<file path="src/sv/rkw_isqrt_pipe.sv">
module rkw_isqrt_pipe #(
  parameter int IW = 50,
  parameter int SW = 1,
  localparam int OW = IW / 2
) (
  input  logic          clk,
  input  logic          rst_n,
  input  logic          in_valid,
  input  logic [IW-1:0] in_val,
  input  logic [SW-1:0] in_side,
  output logic          out_valid,
  output logic [OW-1:0] out_root,
  output logic [SW-1:0] out_side
);

  localparam int RW = OW + 2;

  logic          vld_r  [OW];
  logic [RW-1:0] rem_r  [OW];
  logic [OW-1:0] root_r [OW];
  logic [IW-1:0] val_r  [OW];
  logic [SW-1:0] side_r [OW];

  // one root bit per stage, two radicand bits brought down each time
  for (genvar j = 0; j < OW; j++) begin : g_stage
    logic          vld_p;
    logic [RW-1:0] rem_p;
    logic [OW-1:0] root_p;
    logic [IW-1:0] val_p;
    logic [SW-1:0] side_p;
    logic [RW+1:0] cat;
    logic [RW+1:0] trial;
    logic          ge;

    if (j == 0) begin : g_first
      assign vld_p  = in_valid;
      assign rem_p  = '0;
      assign root_p = '0;
      assign val_p  = in_val;
      assign side_p = in_side;
    end else begin : g_next
      assign vld_p  = vld_r[j-1];
      assign rem_p  = rem_r[j-1];
      assign root_p = root_r[j-1];
      assign val_p  = val_r[j-1];
      assign side_p = side_r[j-1];
    end

    assign cat   = {rem_p, val_p[IW-1-2*j -: 2]};
    assign trial = {2'b00, root_p, 2'b01};
    assign ge    = (cat >= trial);

    always_ff @(posedge clk) begin
      if (!rst_n) begin
        vld_r[j] <= 1'b0;
      end else begin
        vld_r[j] <= vld_p;
      end
      rem_r[j]  <= ge ? RW'(cat - trial) : cat[RW-1:0];
      root_r[j] <= {root_p[OW-2:0], ge};
      val_r[j]  <= val_p;
      side_r[j] <= side_p;
    end
  end

  assign out_valid = vld_r[OW-1];
  assign out_root  = root_r[OW-1];
  assign out_side  = side_r[OW-1];

endmodule

</file>
<file path="config.mk">
export PLATFORM = sky130hd
export DESIGN_NAME = rkw_isqrt_pipe
export DESIGN_NICKNAME = d
export VERILOG_FILES = /design/src/sv/rkw_isqrt_pipe.sv
export SDC_FILE = /design/constraint.sdc
export NUM_CORES = 2
export LEC_CHECK = 0
export ABC_AREA = 1
export BUFFER_PORTS_ARGS = -buffer_cell sky130_fd_sc_hd__buf_2
export CAP_MARGIN = 20
export CELL_PAD_IN_SITES_DETAIL_PLACEMENT = 1
export CELL_PAD_IN_SITES_GLOBAL_PLACEMENT = 2
export CORE_UTILIZATION = 35
export CTS_CLUSTER_SIZE = 24
export DETAILED_ROUTE_END_ITERATION = 8
export PLACE_DENSITY = 0.82
export SYNTH_ARGS = -nofsm -noshare
export SYNTH_HDL_FRONTEND = slang
export SYNTH_SLANG_ARGS = --single-unit
</file>
<file path="constraint.sdc">
create_clock -name clk -period 2.25 [get_ports clk]
set_input_delay 0.45 -clock clk [delete_from_list [all_inputs] [get_ports clk]]
set_output_delay 0.45 -clock clk [all_outputs]
set_load 0.05 [all_outputs]
</file>
Word level (Yosys, flattened, before mapping)
Memories as Yosys holds them, arrays and structs flattened.
Index checks and enable logic that the tools add are counted.
- flip-flop bits (word level): 0
- bits in writable memories: 2600
- input port bits: 54
- output and inout port bits: 27
- logic and storage cells: 132
- memories kept: 5
- add/subtract/negate cells: 25
- $lt $le $gt $ge: 25
- mux-type cells: 52
- bitwise gates (word level): 25
- memories (memory ; depth ; bits a word ; read ports ; clocked after Yosys merged registers in ; write ports ; line ; source):
    val_r ; 25 ; 50 ; 24 ; 0 ; 25 ; 21 ; logic [IW-1:0] val_r [OW];
    rem_r ; 25 ; 27 ; 24 ; 0 ; 25 ; 19 ; logic [RW-1:0] rem_r [OW];
    root_r ; 25 ; 25 ; 25 ; 0 ; 25 ; 20 ; logic [OW-1:0] root_r [OW];
    side_r ; 25 ; 1 ; 25 ; 0 ; 25 ; 22 ; logic [SW-1:0] side_r [OW];
    vld_r ; 25 ; 1 ; 25 ; 0 ; 25 ; 18 ; logic vld_r [OW];
- operators with widths (operator ; number):
    29-bit by 27-bit greater-or-equal comparator with 1-bit output ; 24
    27-bit two-way mux ; 25
    27-bit subtractor ; 24
    1-bit two-way mux ; 27
    1-bit OR ; 25
    2-bit by 1-bit subtractor with 3-bit output (second input constant) ; 1
    2-bit by 1-bit greater-or-equal comparator with 1-bit output (second input constant) ; 1

Logic depth before layout (Yosys ltp)
An unclocked memory read counts as a cell.
- depth after elaboration: 3
- mapped depth: 16
- depth with buffers taken out: 15

Worst setup path before layout
OpenSTA, ideal clock, no wires.
- path type: register to register
- start: memory root_r[1][54] (netlist name)
- end: memory rem_r[0][196] (netlist name)
- setup time: 0.112 ns
- arrival: 1.697 ns
- required time: 2.138 ns
- setup slack: 0.440 ns
- cell stages (with the launch flop): 12
- buffers on the path: 1
- cell sequence: dfxtp_1 > inv_1 > ha_1 > a21oi_1 > o21ai_1 > nor2_4 > nand2_1 > nor2_2 > nand2_2 > buf_4 > nand2_1 > nand2_1
- RTL lines (item ; line):
    start: declaration ; 20
    end: declaration ; 19

==> flow_metrics.tcl <==
set metrics [dict create \
    outcome "complete, no violations" \
    overflow 0 \
    std_cell_rows 165 \
    finalCritPeriodShare 0.973 \
    gp_congestion 0.904 \
    hold_class "primary input to flop" \
    syn_inst 10103 \
    post-route-min-period_ns 2.19 \
    rrSetupSlack_ns 0.06 \
    final_max_slew_viol_count 0 \
    wl_per_cell_um 16.9 \
    gr-usage-all-layers 0.222 \
    nFillCells 25373 \
    via_per_inst 4.61 \
    drcViolationCount 0 \
    numCtsBuffers 174 \
    peakVddDrop_v 0.000752 \
    crit_type "flop to flop" \
    worst_slew_pin_slew_ns 0.653 \
    vias 62706 \
    final_cell_mix "nand2_1, inv_1, dfxtp_1" \
    start_util 0.353 \
    p_comb_frac 0.269 \
    drive_gt1_frac 0.122 \
    ios 81 \
    clockBufferDepth 3 \
    clock-sinks 1586 \
    dpl-instance-area_mm2 0.0780 \
    die_w_um 454 \
    clk_latency_ns 0.88 \
    die_area_mm2 0.206 \
    dp.cells 13190 \
    synth_cell_type_count 49 \
    worst-endpoint-arrival_ns 2.91 \
    r2r_start "rem_r[1][64]" \
    cp-start-kind "flop" \
    switching_share 0.356 \
    mappedNetlistArea_mm2 0.0716 \
    worstPathRequired_ns 2.97 \
    synth_nets 10509 \
    p_seq_frac 0.402 \
    mostFrequentLayoutCell "nand2_1" \
    dp_hpwl_mm 185 \
    fp.coreArea_mm2 0.203 \
    reg2reg_to "rem_r[1][92]" \
    cp-end-kind "flop" \
    yosysSeqAreaShare 0.443 \
    synth-seq-cells 1586 \
    r2r_cells 10 \
    htreeDepth 4 \
    cts_tree "done" \
    syn_avg_cell_area_um2 7.09 \
    cp_max_fo 16 \
    maxCapViolations 0 \
    clk_pin_slew_worst_paths_ns 0.07 \
    finalHoldViolations 0 \
    stdcell_area_mm2 0.0864 \
    synth-main-ff-cell "dfxtp_1" \
    crit_start "rem_r[1][64]" \
    clock_power_share 0.329 \
    ys_warn_count 0 \
    slew_headroom 0.560 \
    max_freq_mhz 457 \
    async_flop_share 0 \
    cell_internal_pwr_w 0.0600 \
    power.switching_w 0.0332 \
    die_h_um 454 \
    final_cells 13589 \
    setup.worst_path.end "rem_r[1][92]" \
    setup_tns_ns 0 \
    setup_viol 0 \
    io_buffers 80 \
    firstDrtPassIters 5 \
    fin_skew_ns 0.0590 \
    power.density_mw_per_mm2 1080 \
    antenna_found_initial 7 \
    cts_root_buf "clkbuf_16" \
    grt_max_degree 27 \
    antenna_left 0 \
    wl_mm 229 \
    nets 11177 \
    grt_pass1_wl_mm 362 \
    dr.first_iter.drc_count 2921 \
    synth-edff-count 0 \
    leakagePower_nw 46.5 \
    syn_to_final_growth_pct 20.7 \
    first_global_vias 65829 \
]
-- synth_stat cells (10+ instances only) --
cell | instances | area share
nor3_1 | 98 | 0.0068
inv_2 | 22 | 0.0012
nor2_1 | 787 | 0.041
or2_2 | 25 | 0.0022
and2_1 | 22 | 0.0019
a21oi_1 | 253 | 0.018
buf_4 | 32 | 0.0034
nand2_2 | 22 | 0.0019
nand4_1 | 154 | 0.013
xor2_1 | 186 | 0.023
a21oi_2 | 73 | 0.0089
nor2_2 | 51 | 0.0045
xnor2_1 | 53 | 0.0065
nand2_1 | 3620 | 0.19
buf_6 | 39 | 0.0061
dfxtp_1 | 1586 | 0.44
ha_1 | 352 | 0.062
o21ai_2 | 13 | 0.0016
o21ai_1 | 18 | 0.0013
inv_1 | 1832 | 0.096
nand3_1 | 569 | 0.040
o21ai_0 | 119 | 0.0083
nand3b_1 | 89 | 0.0093
nand2_4 | 10 | 0.0016
-- worst max-delay path, cell delays in order, from the launching register on --
cell	delay (ns)
dfxtp_1	0.34
ha_1	0.36
inv_1	0.10
o21bai_1	0.12
a21oi_1	0.26
nand3_1	0.18
nor2_2	0.21
nand2_4	0.15
buf_12	0.19
nand3_1	0.09
nand2_1	0.07
-- sequential cells by signal, summed over array words and instances (netlist names) --
register  cells
vld_r        25
rem_r       611
root_r      325
val_r       600
side_r       25
-- worst min-delay path by stage --
| stage | start | endpoint | slack (ns) | cells after the start |
|---|---|---|---|---|
| finish | in_side | side_r[0] | 0.22 | 2 |
| global route | in_val[34] | val_r[0][34] | 0.18 | 2 |
| CTS | in_side | side_r[0] | 0.14 | 2 |
| detailed placement | val_r[0][312] | val_r[0][362] | 0.31 | 0 |
| global placement | val_r[1][203] | val_r[1][253] | 0.31 | 0 |
| floorplan | side_r[9] | side_r[10] | 0.31 | 0 |
-- area by class of cell --
cell class	count	area, µm²	area share
Inverter	1863	7070	0.0819
Timing Repair Buffer	572	4580	0.0530
Sequential cell	1586	31800	0.368
Tap cell	2672	3340	0.0387
Multi-Input combinational cell	6573	33200	0.385
Clock inverter	99	1500	0.0174
Timing Repair inverter	1	8.76	0.000101
Clock buffer	221	4840	0.0560
Antenna cell	2	5.00	0.0000579
-- cells by family (layout without fill, tap and decap cells) --
family | count (synthesis) | after routing | share of synthesized area
other cells | 1 | 3 | 0.0000524
buf+inv | 1946 | 2756 | 0.109
fa+ha+maj | 352 | 352 | 0.0615
simple gates | 5484 | 5486 | 0.317
xor+xnor | 239 | 239 | 0.0292
compound gates | 495 | 495 | 0.0400
flops | 1586 | 1586 | 0.443
-- power by group through the flow --
stage / clock, W / sequential, W / combinational (W)
after detailed placement: 0 / 0.0380 / 0.0240
after CTS: 0.0315 / 0.0374 / 0.0244
final: 0.0307 / 0.0375 / 0.0250
after global placement: 0 / 0.0380 / 0.0235
after global routing: 0.0328 / 0.0379 / 0.0283
after floorplan: 0 / 0.0356 / 0.0162
-- through the flow --
step                      setup WS, ns  total power [W]  hold slack, ns   util
after floorplan                  0.440           0.0519           0.310      -
after global placement          -0.135           0.0615           0.310  0.385
after detailed placement        -0.200           0.0620           0.313  0.385
after CTS                      0.00463           0.0934           0.144  0.419
after global routing           -0.0338           0.0990           0.184  0.426
final                           0.0602           0.0932           0.225  0.426
-- repair_timing --
item,4_1_cts,5_1_grt
hold buffers,55,0
cloned,0,4
pin swaps,1,21
setup buffers,0,18
gates resized for setup,36,309
endpoints found under the setup margin,137,460
endpoints found under the hold margin,77,0
-- per-layer routing --
metal	up-vias	track usage	part of all wire
li1	32009	-	-
met1	29639	0.296	0.48
met2	792	0.380	0.47
met3	266	0.0239	0.031
met4	0	0.0579	0.022
met5	-	0	0
No activity file was read; power rests on OpenSTA's default activity.
