**config.mk**
```make
export PLATFORM = sky130hd
export DESIGN_NAME = rkw_div_pipe
export DESIGN_NICKNAME = d
export VERILOG_FILES = /design/src/sv/rkw_div_pipe.sv
export SDC_FILE = /design/constraint.sdc
export NUM_CORES = 1
export LEC_CHECK = 0
export BUFFER_PORTS_ARGS = -buffer_cell sky130_fd_sc_hd__buf_4
export CAP_MARGIN = 30
export CORE_MARGIN = 3
export CORE_UTILIZATION = 66
export CTS_CLUSTER_DIAMETER = 30
export DETAILED_ROUTE_END_ITERATION = 10
export PLACE_DENSITY_LB_ADDON = 0.3
export SYNTH_ARGS = -nofsm -noshare
export SYNTH_HDL_FRONTEND = slang
export SYNTH_SLANG_ARGS = --single-unit
```
**constraint.sdc**
```tcl
create_clock -name clk -period 4.7 [get_ports clk]
set_input_delay 0.235 -clock clk [delete_from_list [all_inputs] [get_ports clk]]
set_output_delay 0.235 -clock clk [all_outputs]
set_load 0.1 [all_outputs]
```
**src/sv/rkw_div_pipe.sv**
```systemverilog
module rkw_div_pipe #(
  parameter int NW = 25,
  parameter int DW = 9,
  parameter int SW = 1
) (
  input  logic          clk,
  input  logic          rst_n,
  input  logic          in_valid,
  input  logic [NW-1:0] in_num,
  input  logic [DW-1:0] in_den,
  input  logic [SW-1:0] in_side,
  output logic          out_valid,
  output logic [NW-1:0] out_quo,
  output logic [SW-1:0] out_side
);

  logic          vld_r  [NW];
  logic [DW-1:0] rem_r  [NW];
  logic [NW-1:0] quo_r  [NW];
  logic [NW-1:0] num_r  [NW];
  logic [DW-1:0] den_r  [NW];
  logic [SW-1:0] side_r [NW];

  // restoring division, one quotient bit per stage
  for (genvar j = 0; j < NW; j++) begin : g_stage
    logic          vld_p;
    logic [DW-1:0] rem_p;
    logic [NW-1:0] quo_p;
    logic [NW-1:0] num_p;
    logic [DW-1:0] den_p;
    logic [SW-1:0] side_p;
    logic [DW:0]   cat;
    logic          ge;

    if (j == 0) begin : g_first
      assign vld_p  = in_valid;
      assign rem_p  = '0;
      assign quo_p  = '0;
      assign num_p  = in_num;
      assign den_p  = in_den;
      assign side_p = in_side;
    end else begin : g_next
      assign vld_p  = vld_r[j-1];
      assign rem_p  = rem_r[j-1];
      assign quo_p  = quo_r[j-1];
      assign num_p  = num_r[j-1];
      assign den_p  = den_r[j-1];
      assign side_p = side_r[j-1];
    end

    assign cat = {rem_p, num_p[NW-1-j]};
    assign ge  = (cat >= {1'b0, den_p});

    always_ff @(posedge clk) begin
      if (!rst_n) begin
        vld_r[j] <= 1'b0;
      end else begin
        vld_r[j] <= vld_p;
      end
      rem_r[j]  <= ge ? DW'(cat - {1'b0, den_p}) : cat[DW-1:0];
      quo_r[j]  <= {quo_p[NW-2:0], ge};
      num_r[j]  <= num_p;
      den_r[j]  <= den_p;
      side_r[j] <= side_p;
    end
  end

  assign out_valid = vld_r[NW-1];
  assign out_quo   = quo_r[NW-1];
  assign out_side  = side_r[NW-1];

endmodule

```
## Word level (Yosys, flattened, before mapping)

Memory sizes are Yosys's and may differ from the RTL's.
Cells that the tools add are included.

- Memories kept: 6
- Register bits: 0
- Logic and storage cells: 133
- RAM bits: 1750

Memories:

| memory | depth | bits a word | read ports | clocked after memory_dff | wr ports | line | text |
|---|---|---|---|---|---|---|---|
| num_r | 25 | 25 | 24 | 0 | 25 | 20 | `logic [NW-1:0] num_r [NW];` |
| quo_r | 25 | 25 | 25 | 0 | 25 | 19 | `logic [NW-1:0] quo_r [NW];` |
| den_r | 25 | 9 | 24 | 0 | 25 | 21 | `logic [DW-1:0] den_r [NW];` |
| rem_r | 25 | 9 | 24 | 0 | 25 | 18 | `logic [DW-1:0] rem_r [NW];` |
| side_r | 25 | 1 | 25 | 0 | 25 | 22 | `logic [SW-1:0] side_r [NW];` |
| vld_r | 25 | 1 | 25 | 0 | 25 | 17 | `logic vld_r [NW];` |

- Muxes and demuxes: 52
- Bitwise operators: 25
- Order comparisons: 25
- $add $sub $neg: 25

Operators by type and width:

| operator | number |
|---|---|
| $ge A10 B9 Y1 | 24 |
| $mux W9 | 25 |
| $sub A9 B9 Y9 | 24 |
| $mux W1 | 27 |
| $or A1 B1 Y1 | 25 |
| $ge A1 B9 Y1 | 1 |
| $sub A1 B9 Y9 | 1 |

## Longest topological paths before layout

An unclocked memory read counts as a cell.

- Word-level depth: 3
- Depth in mapped cells: 11

## Worst setup path before layout

No wires, ideal clock.

- Kind: reg-to-reg
- Start point: memory num_r[11][12] (netlist: num_r[1][87])
- End point: memory rem_r[12][1]
- Period minus slack after synthesis: 2.183 ns
- Library setup time: 0.121 ns
- Stages on the path, launching flop included: 11
- Slack: 2.517 ns
- Arrival time: 2.061 ns
- Cell sequence: dfxtp_1 inv_1 ha_1 inv_1 fa_1 a21oi_1 o211ai_1 and3_1 or2_1 buf_6 mux2_4

RTL lines:

| element | line |
|---|---|
| start: declaration | 20 |
| end: declaration | 18 |

==> flow_summary.html <==
<table>
<tr><th>Metric</th><th>Value</th></tr>
<tr><th colspan="2">Routing</th></tr>
<tr><td>Wire length per cell</td><td>16.51 um</td></tr>
<tr><td>Total length of routed wires</td><td>~65 mm</td></tr>
<tr><td>DRC viols</td><td>0</td></tr>
<tr><td>Post-DRT Antenna Nets</td><td>0</td></tr>
<tr><td>Detailed Routing Iterations Pass 1</td><td>6</td></tr>
<tr><td>Vias per cell</td><td>5.379</td></tr>
<tr><td>Number of DRC markers after the initial detailed-route iteration</td><td>between 1,000 and 1,500</td></tr>
<tr><td>Vias</td><td>roughly 21,000</td></tr>
<tr><th colspan="2">Die</th></tr>
<tr><td>Die area</td><td>roughly 0.056 sq mm</td></tr>
<tr><td>Starting utilization of the core area</td><td>67.44%</td></tr>
<tr><td>Die Ht</td><td>around 240 um</td></tr>
<tr><td>I/O pin cnt</td><td>65</td></tr>
<tr><td>Site Rows</td><td>83</td></tr>
<tr><td>Die X</td><td>approximately 240 um</td></tr>
<tr><td>Core Area</td><td>0.05182 sq mm</td></tr>
<tr><th colspan="2">Logic synthesis</th></tr>
<tr><td>Proportion of synthesized flip-flops having asynchronous set or reset</td><td>0%</td></tr>
<tr><td>Synth area leaders</td><td>sky130_fd_sc_hd__dfxtp_1 (63%), sky130_fd_sc_hd__ha_1 (7.8%), sky130_fd_sc_hd__mux2_2 (3.4%)</td></tr>
<tr><td>Synthesized net count</td><td>between 3,000 and 4,000</td></tr>
<tr><td>Synthesized instance count</td><td>around 2,900</td></tr>
<tr><td>Yosys warns</td><td>0</td></tr>
<tr><td>Most used DFF post-synth</td><td>sky130_fd_sc_hd__dfxtp_1</td></tr>
<tr><td>Number of synthesized flops with an enable pin</td><td>0</td></tr>
<tr><td>Synthesized cell area</td><td>between 0.03 and 0.04 sq mm</td></tr>
<tr><td>Post-synthesis sequential area ratio</td><td>63.42%</td></tr>
<tr><td>Top cell type's share of synthesized area</td><td>roughly 63%</td></tr>
<tr><td>Synth unique cells</td><td>67</td></tr>
<tr><td>Library cell with the largest summed area after synthesis</td><td>sky130_fd_sc_hd__dfxtp_1</td></tr>
<tr><td>Average size of a mapped cell</td><td>12.09 sq um</td></tr>
<tr><td>Flip-flop and latch count after synthesis</td><td>roughly 1,100</td></tr>
<tr><th colspan="2">Setup path</th></tr>
<tr><td>Cell with the largest stage delay on the worst path</td><td>sky130_fd_sc_hd__o211ai_1</td></tr>
<tr><td>Cell with the most instances on the worst path</td><td>sky130_fd_sc_hd__inv_1</td></tr>
<tr><td>Start of the worst register-to-register path</td><td>num_r[0][143]</td></tr>
<tr><td>CP required</td><td>5300 ps</td></tr>
<tr><td>Setup slack, reg-to-reg</td><td>2110 ps</td></tr>
<tr><td>Largest fanout on the critical path</td><td>14</td></tr>
<tr><td>Reg2reg path depth</td><td>8</td></tr>
<tr><td>Capture point of the worst reg-to-reg path</td><td>rem_r[6][4]</td></tr>
<tr><td>Category of the worst setup path capture point</td><td>register</td></tr>
<tr><td>Cell family with the largest share of critical-path delay</td><td>compound AO/OA/AOI/OAI gates</td></tr>
<tr><td>Critical path, cell by cell</td><td>inv_1 &gt; ha_1 &gt; inv_1 &gt; fa_1 &gt; a21oi_1 &gt; o211a_1 &gt; o211ai_1 &gt; mux2_2</td></tr>
<tr><td>Launching element type of the critical path</td><td>register</td></tr>
<tr><td>Arrival time of data at the critical path endpoint</td><td>approximately 3200 ps</td></tr>
<tr><td>Count of buffering cells on the critical path with inverters included</td><td>2</td></tr>
<tr><td>Worst path max stage delay</td><td>~800 ps</td></tr>
<tr><td>Critical path start-end classification</td><td>reg2reg</td></tr>
<tr><th colspan="2">Global routing</th></tr>
<tr><td>Global-route wire length before repair</td><td>107.2 mm</td></tr>
<tr><td>Antenna violations before repair</td><td>1</td></tr>
<tr><td>Remaining global-route overflow</td><td>0</td></tr>
<tr><td>Tot GR Track Use</td><td>roughly a quarter</td></tr>
<tr><td>Number of global-route vias before repair</td><td>approximately 22,000</td></tr>
<tr><td>Pin count of the biggest net entering global routing</td><td>26</td></tr>
<tr><th colspan="2">STA</th></tr>
<tr><td>Relative slew slack</td><td>roughly a third</td></tr>
<tr><td>Slew at the pin with the worst max-slew slack</td><td>993.6 ps</td></tr>
<tr><td>Setup repair after global routing missed its margin</td><td>false</td></tr>
<tr><td>Total setup violations reported at the end of the flow</td><td>0</td></tr>
<tr><td>Final setup skew</td><td>between 20 and 25 ps</td></tr>
<tr><td>Final hold violation count</td><td>0</td></tr>
<tr><td>Setup TNS Final</td><td>0 ps</td></tr>
<tr><td>Achievable Freq</td><td>386.1 MHz</td></tr>
<tr><td>Post-layout min period</td><td>between 2000 and 3000 ps</td></tr>
<tr><td>Total count of max-transition violations in the final report</td><td>0</td></tr>
<tr><td>Final Cycle Share</td><td>between 50% and 60%</td></tr>
<tr><th colspan="2">Clock tree</th></tr>
<tr><td>Number of buffers created by CTS</td><td>about 150</td></tr>
<tr><td>Clock tree from TritonCTS</td><td>built</td></tr>
<tr><td>Count of clock tree sinks</td><td>about 1,100</td></tr>
<tr><td>Buffer count from post-CTS setup fixing</td><td>0</td></tr>
<tr><td>Deepest clock path buffer count</td><td>3</td></tr>
<tr><td>Cts hold-fix bufs</td><td>38</td></tr>
<tr><td>Register clock-pin slew on the reported worst setup and hold paths</td><td>60 ps</td></tr>
<tr><td>Max H-tree Level</td><td>4</td></tr>
<tr><td>CTS root buf</td><td>sky130_fd_sc_hd__clkbuf_16</td></tr>
<tr><td>Resize count post-CTS</td><td>0</td></tr>
<tr><td>Clock latency at the later pin of the worst-skew pair</td><td>approximately 720 ps</td></tr>
<tr><th colspan="2">Placement</th></tr>
<tr><td>Detailed-placement wirelength estimate</td><td>between 40 and 50 mm</td></tr>
<tr><td>RePlAce Congestion</td><td>0.9160</td></tr>
<tr><td>Number of port buffers</td><td>between 60 and 70</td></tr>
<tr><td>Placed cell area</td><td>between 0.03 and 0.04 sq mm</td></tr>
<tr><th colspan="2">Run status</th></tr>
<tr><td>Status</td><td>finished, final reports clean</td></tr>
<tr><th colspan="2">Min path</th></tr>
<tr><td>Number of cells on the worst hold path</td><td>2</td></tr>
<tr><td>Hold Crit Class</td><td>in2reg</td></tr>
<tr><td>Origin of the worst min-delay path</td><td>in_num[3]</td></tr>
<tr><td>Endpoint of the worst hold-timing path</td><td>num_r[0][3]</td></tr>
<tr><th colspan="2">Final layout</th></tr>
<tr><td>Fraction of final layout cells with drive strength greater than 1</td><td>between 10 and 15%</td></tr>
<tr><td>Final Instance Area</td><td>about 0.042 sq mm</td></tr>
<tr><td>Layout Nets</td><td>~3,400</td></tr>
<tr><td>Syn-to-layout area delta</td><td>19.76%</td></tr>
<tr><td># diodes</td><td>0</td></tr>
<tr><th colspan="2">Pwr</th></tr>
<tr><td>Largest voltage drop on the vdd net</td><td>~0.00047 V</td></tr>
<tr><td>Power Density</td><td>around 800 mW/mm^2</td></tr>
<tr><td>Leakage power summed over all cells</td><td>about 0.019 uW</td></tr>
<tr><th colspan="2">Job</th></tr>
<tr><td>Maximum capacitance violations</td><td>0</td></tr>
</table>
-- stage by stage --
step	power, uW	utilization [%]	instances	setup slack (ps)	hold WS [ps]
finish	32520	80.76	3927	2110	155.5
CTS	32640	80.76	3927	2109	102.4
detailed placement	20820	69.79	3614	2185	312.1
floorplan	18990	-	2890	2517	262.7
global route	34120	80.76	3927	1916	123.3
global placement	20480	69.79	3614	2190	309.5
-- how the worst max path moves through the flow --
| stage | from | endpoint | slack (ps) | depth (start not counted) |
|---|---|---|---|---|
| after CTS | den_r[1][18] | rem_r[7][8] | 2110 | 8 |
| after floorplan | num_r[1][87] | rem_r[12][1] | 2520 | 10 |
| after global routing | num_r[0][143] | rem_r[6][4] | 1920 | 8 |
| final | num_r[0][143] | rem_r[6][4] | 2110 | 8 |
| after global placement | num_r[0][143] | rem_r[6][1] | 2190 | 8 |
| after detailed placement | num_r[0][143] | rem_r[6][4] | 2190 | 8 |
-- cell usage after synthesis, drive strengths merged, types with 10 or more instances --
master	n
a211o	22
nor2b	27
a21o	41
fa	23
and2	27
xnor2	83
nand2	64
o21a	53
nor3	52
mux2	120
inv	328
a31oi	14
o31ai	29
a21oi	182
buf	14
nor2	113
mux2i	23
o32ai	15
o21ai	46
nand4	24
a21boi	45
nand3	40
dfxtp	1107
ha	218
and3	20
o211ai	39
xor2	10
-- routing by layer --
metal	up-vias	part of all wire (%)	global-route usage, %	routed length (um)
li1	10386	-	-	-
met1	9955	42	26.73	26960
met2	577	51	41.87	32880
met3	204	4.1	4.887	2682
met4	0	3.6	11.36	2321
met5	-	0	0	0
-- kinds of logic (layout without fill, tap and decap cells) --
kind of cell	Yosys count	after routing	synth area share, %
DFF	1107	1107	63.42
AOI/OAI and AO/OA	555	555	10.69
and+or+nand+nor	403	403	5.925
buffers and inverters	348	705	3.842
adders and majority gates	241	241	9.123
muxes	143	143	4.676
xor gates and xnor gates	93	93	2.331
-- cells in the final DEF, fill, tap and decap left out, drive strengths merged, types with 10 or more instances in the layout --
master	count
dfxtp	1107
nor2b	27
o21a	53
a21oi	182
xor2	10
and2	27
mux2	120
a21o	41
nor2	113
clkinvlp	12
o211ai	39
a31oi	14
o32ai	15
xnor2	83
o31ai	29
nand3	40
ha	218
a211o	22
clkinv	32
inv	372
clkbuf	174
dlygate4sd3	38
fa	23
bufinv	13
o21ai	46
buf	64
and3	20
mux2i	23
a21boi	45
nand4	24
nand2	64
nor3	52
-- worst register-to-register path: stages, from the launching register on --
cell and delay [ps]:
sky130_fd_sc_hd__dfxtp_1 340, sky130_fd_sc_hd__inv_1 50, sky130_fd_sc_hd__ha_1 210, sky130_fd_sc_hd__inv_1 70
sky130_fd_sc_hd__fa_1 220, sky130_fd_sc_hd__a21oi_1 100, sky130_fd_sc_hd__o211a_1 260, sky130_fd_sc_hd__o211ai_1 800
sky130_fd_sc_hd__mux2_2 430
-- registers in the layout, summed over array words and instances (netlist names) --
register	cells
num_r	300
vld_r	25
rem_r	216
side_r	25
quo_r	325
den_r	216
-- cell type report --
type	instances	area, sq um
fill	2862	9968
clock inverter	101	1281
inverter	328	1231
timing repair buffer	102	860.8
multi-input combinational	1435	11440
sequential	1107	22160
tap	680	850.8
clock buffer	174	4025
-- power by group --
group | internal, uW | total [uW] | switching (uW)
Combinational | 3840 | 8620 | 4780
Sequential | 11400 | 12400 | 952
Clock | 7070 | 11500 | 4440
Note: power is estimated with default switching activity, not from simulation.
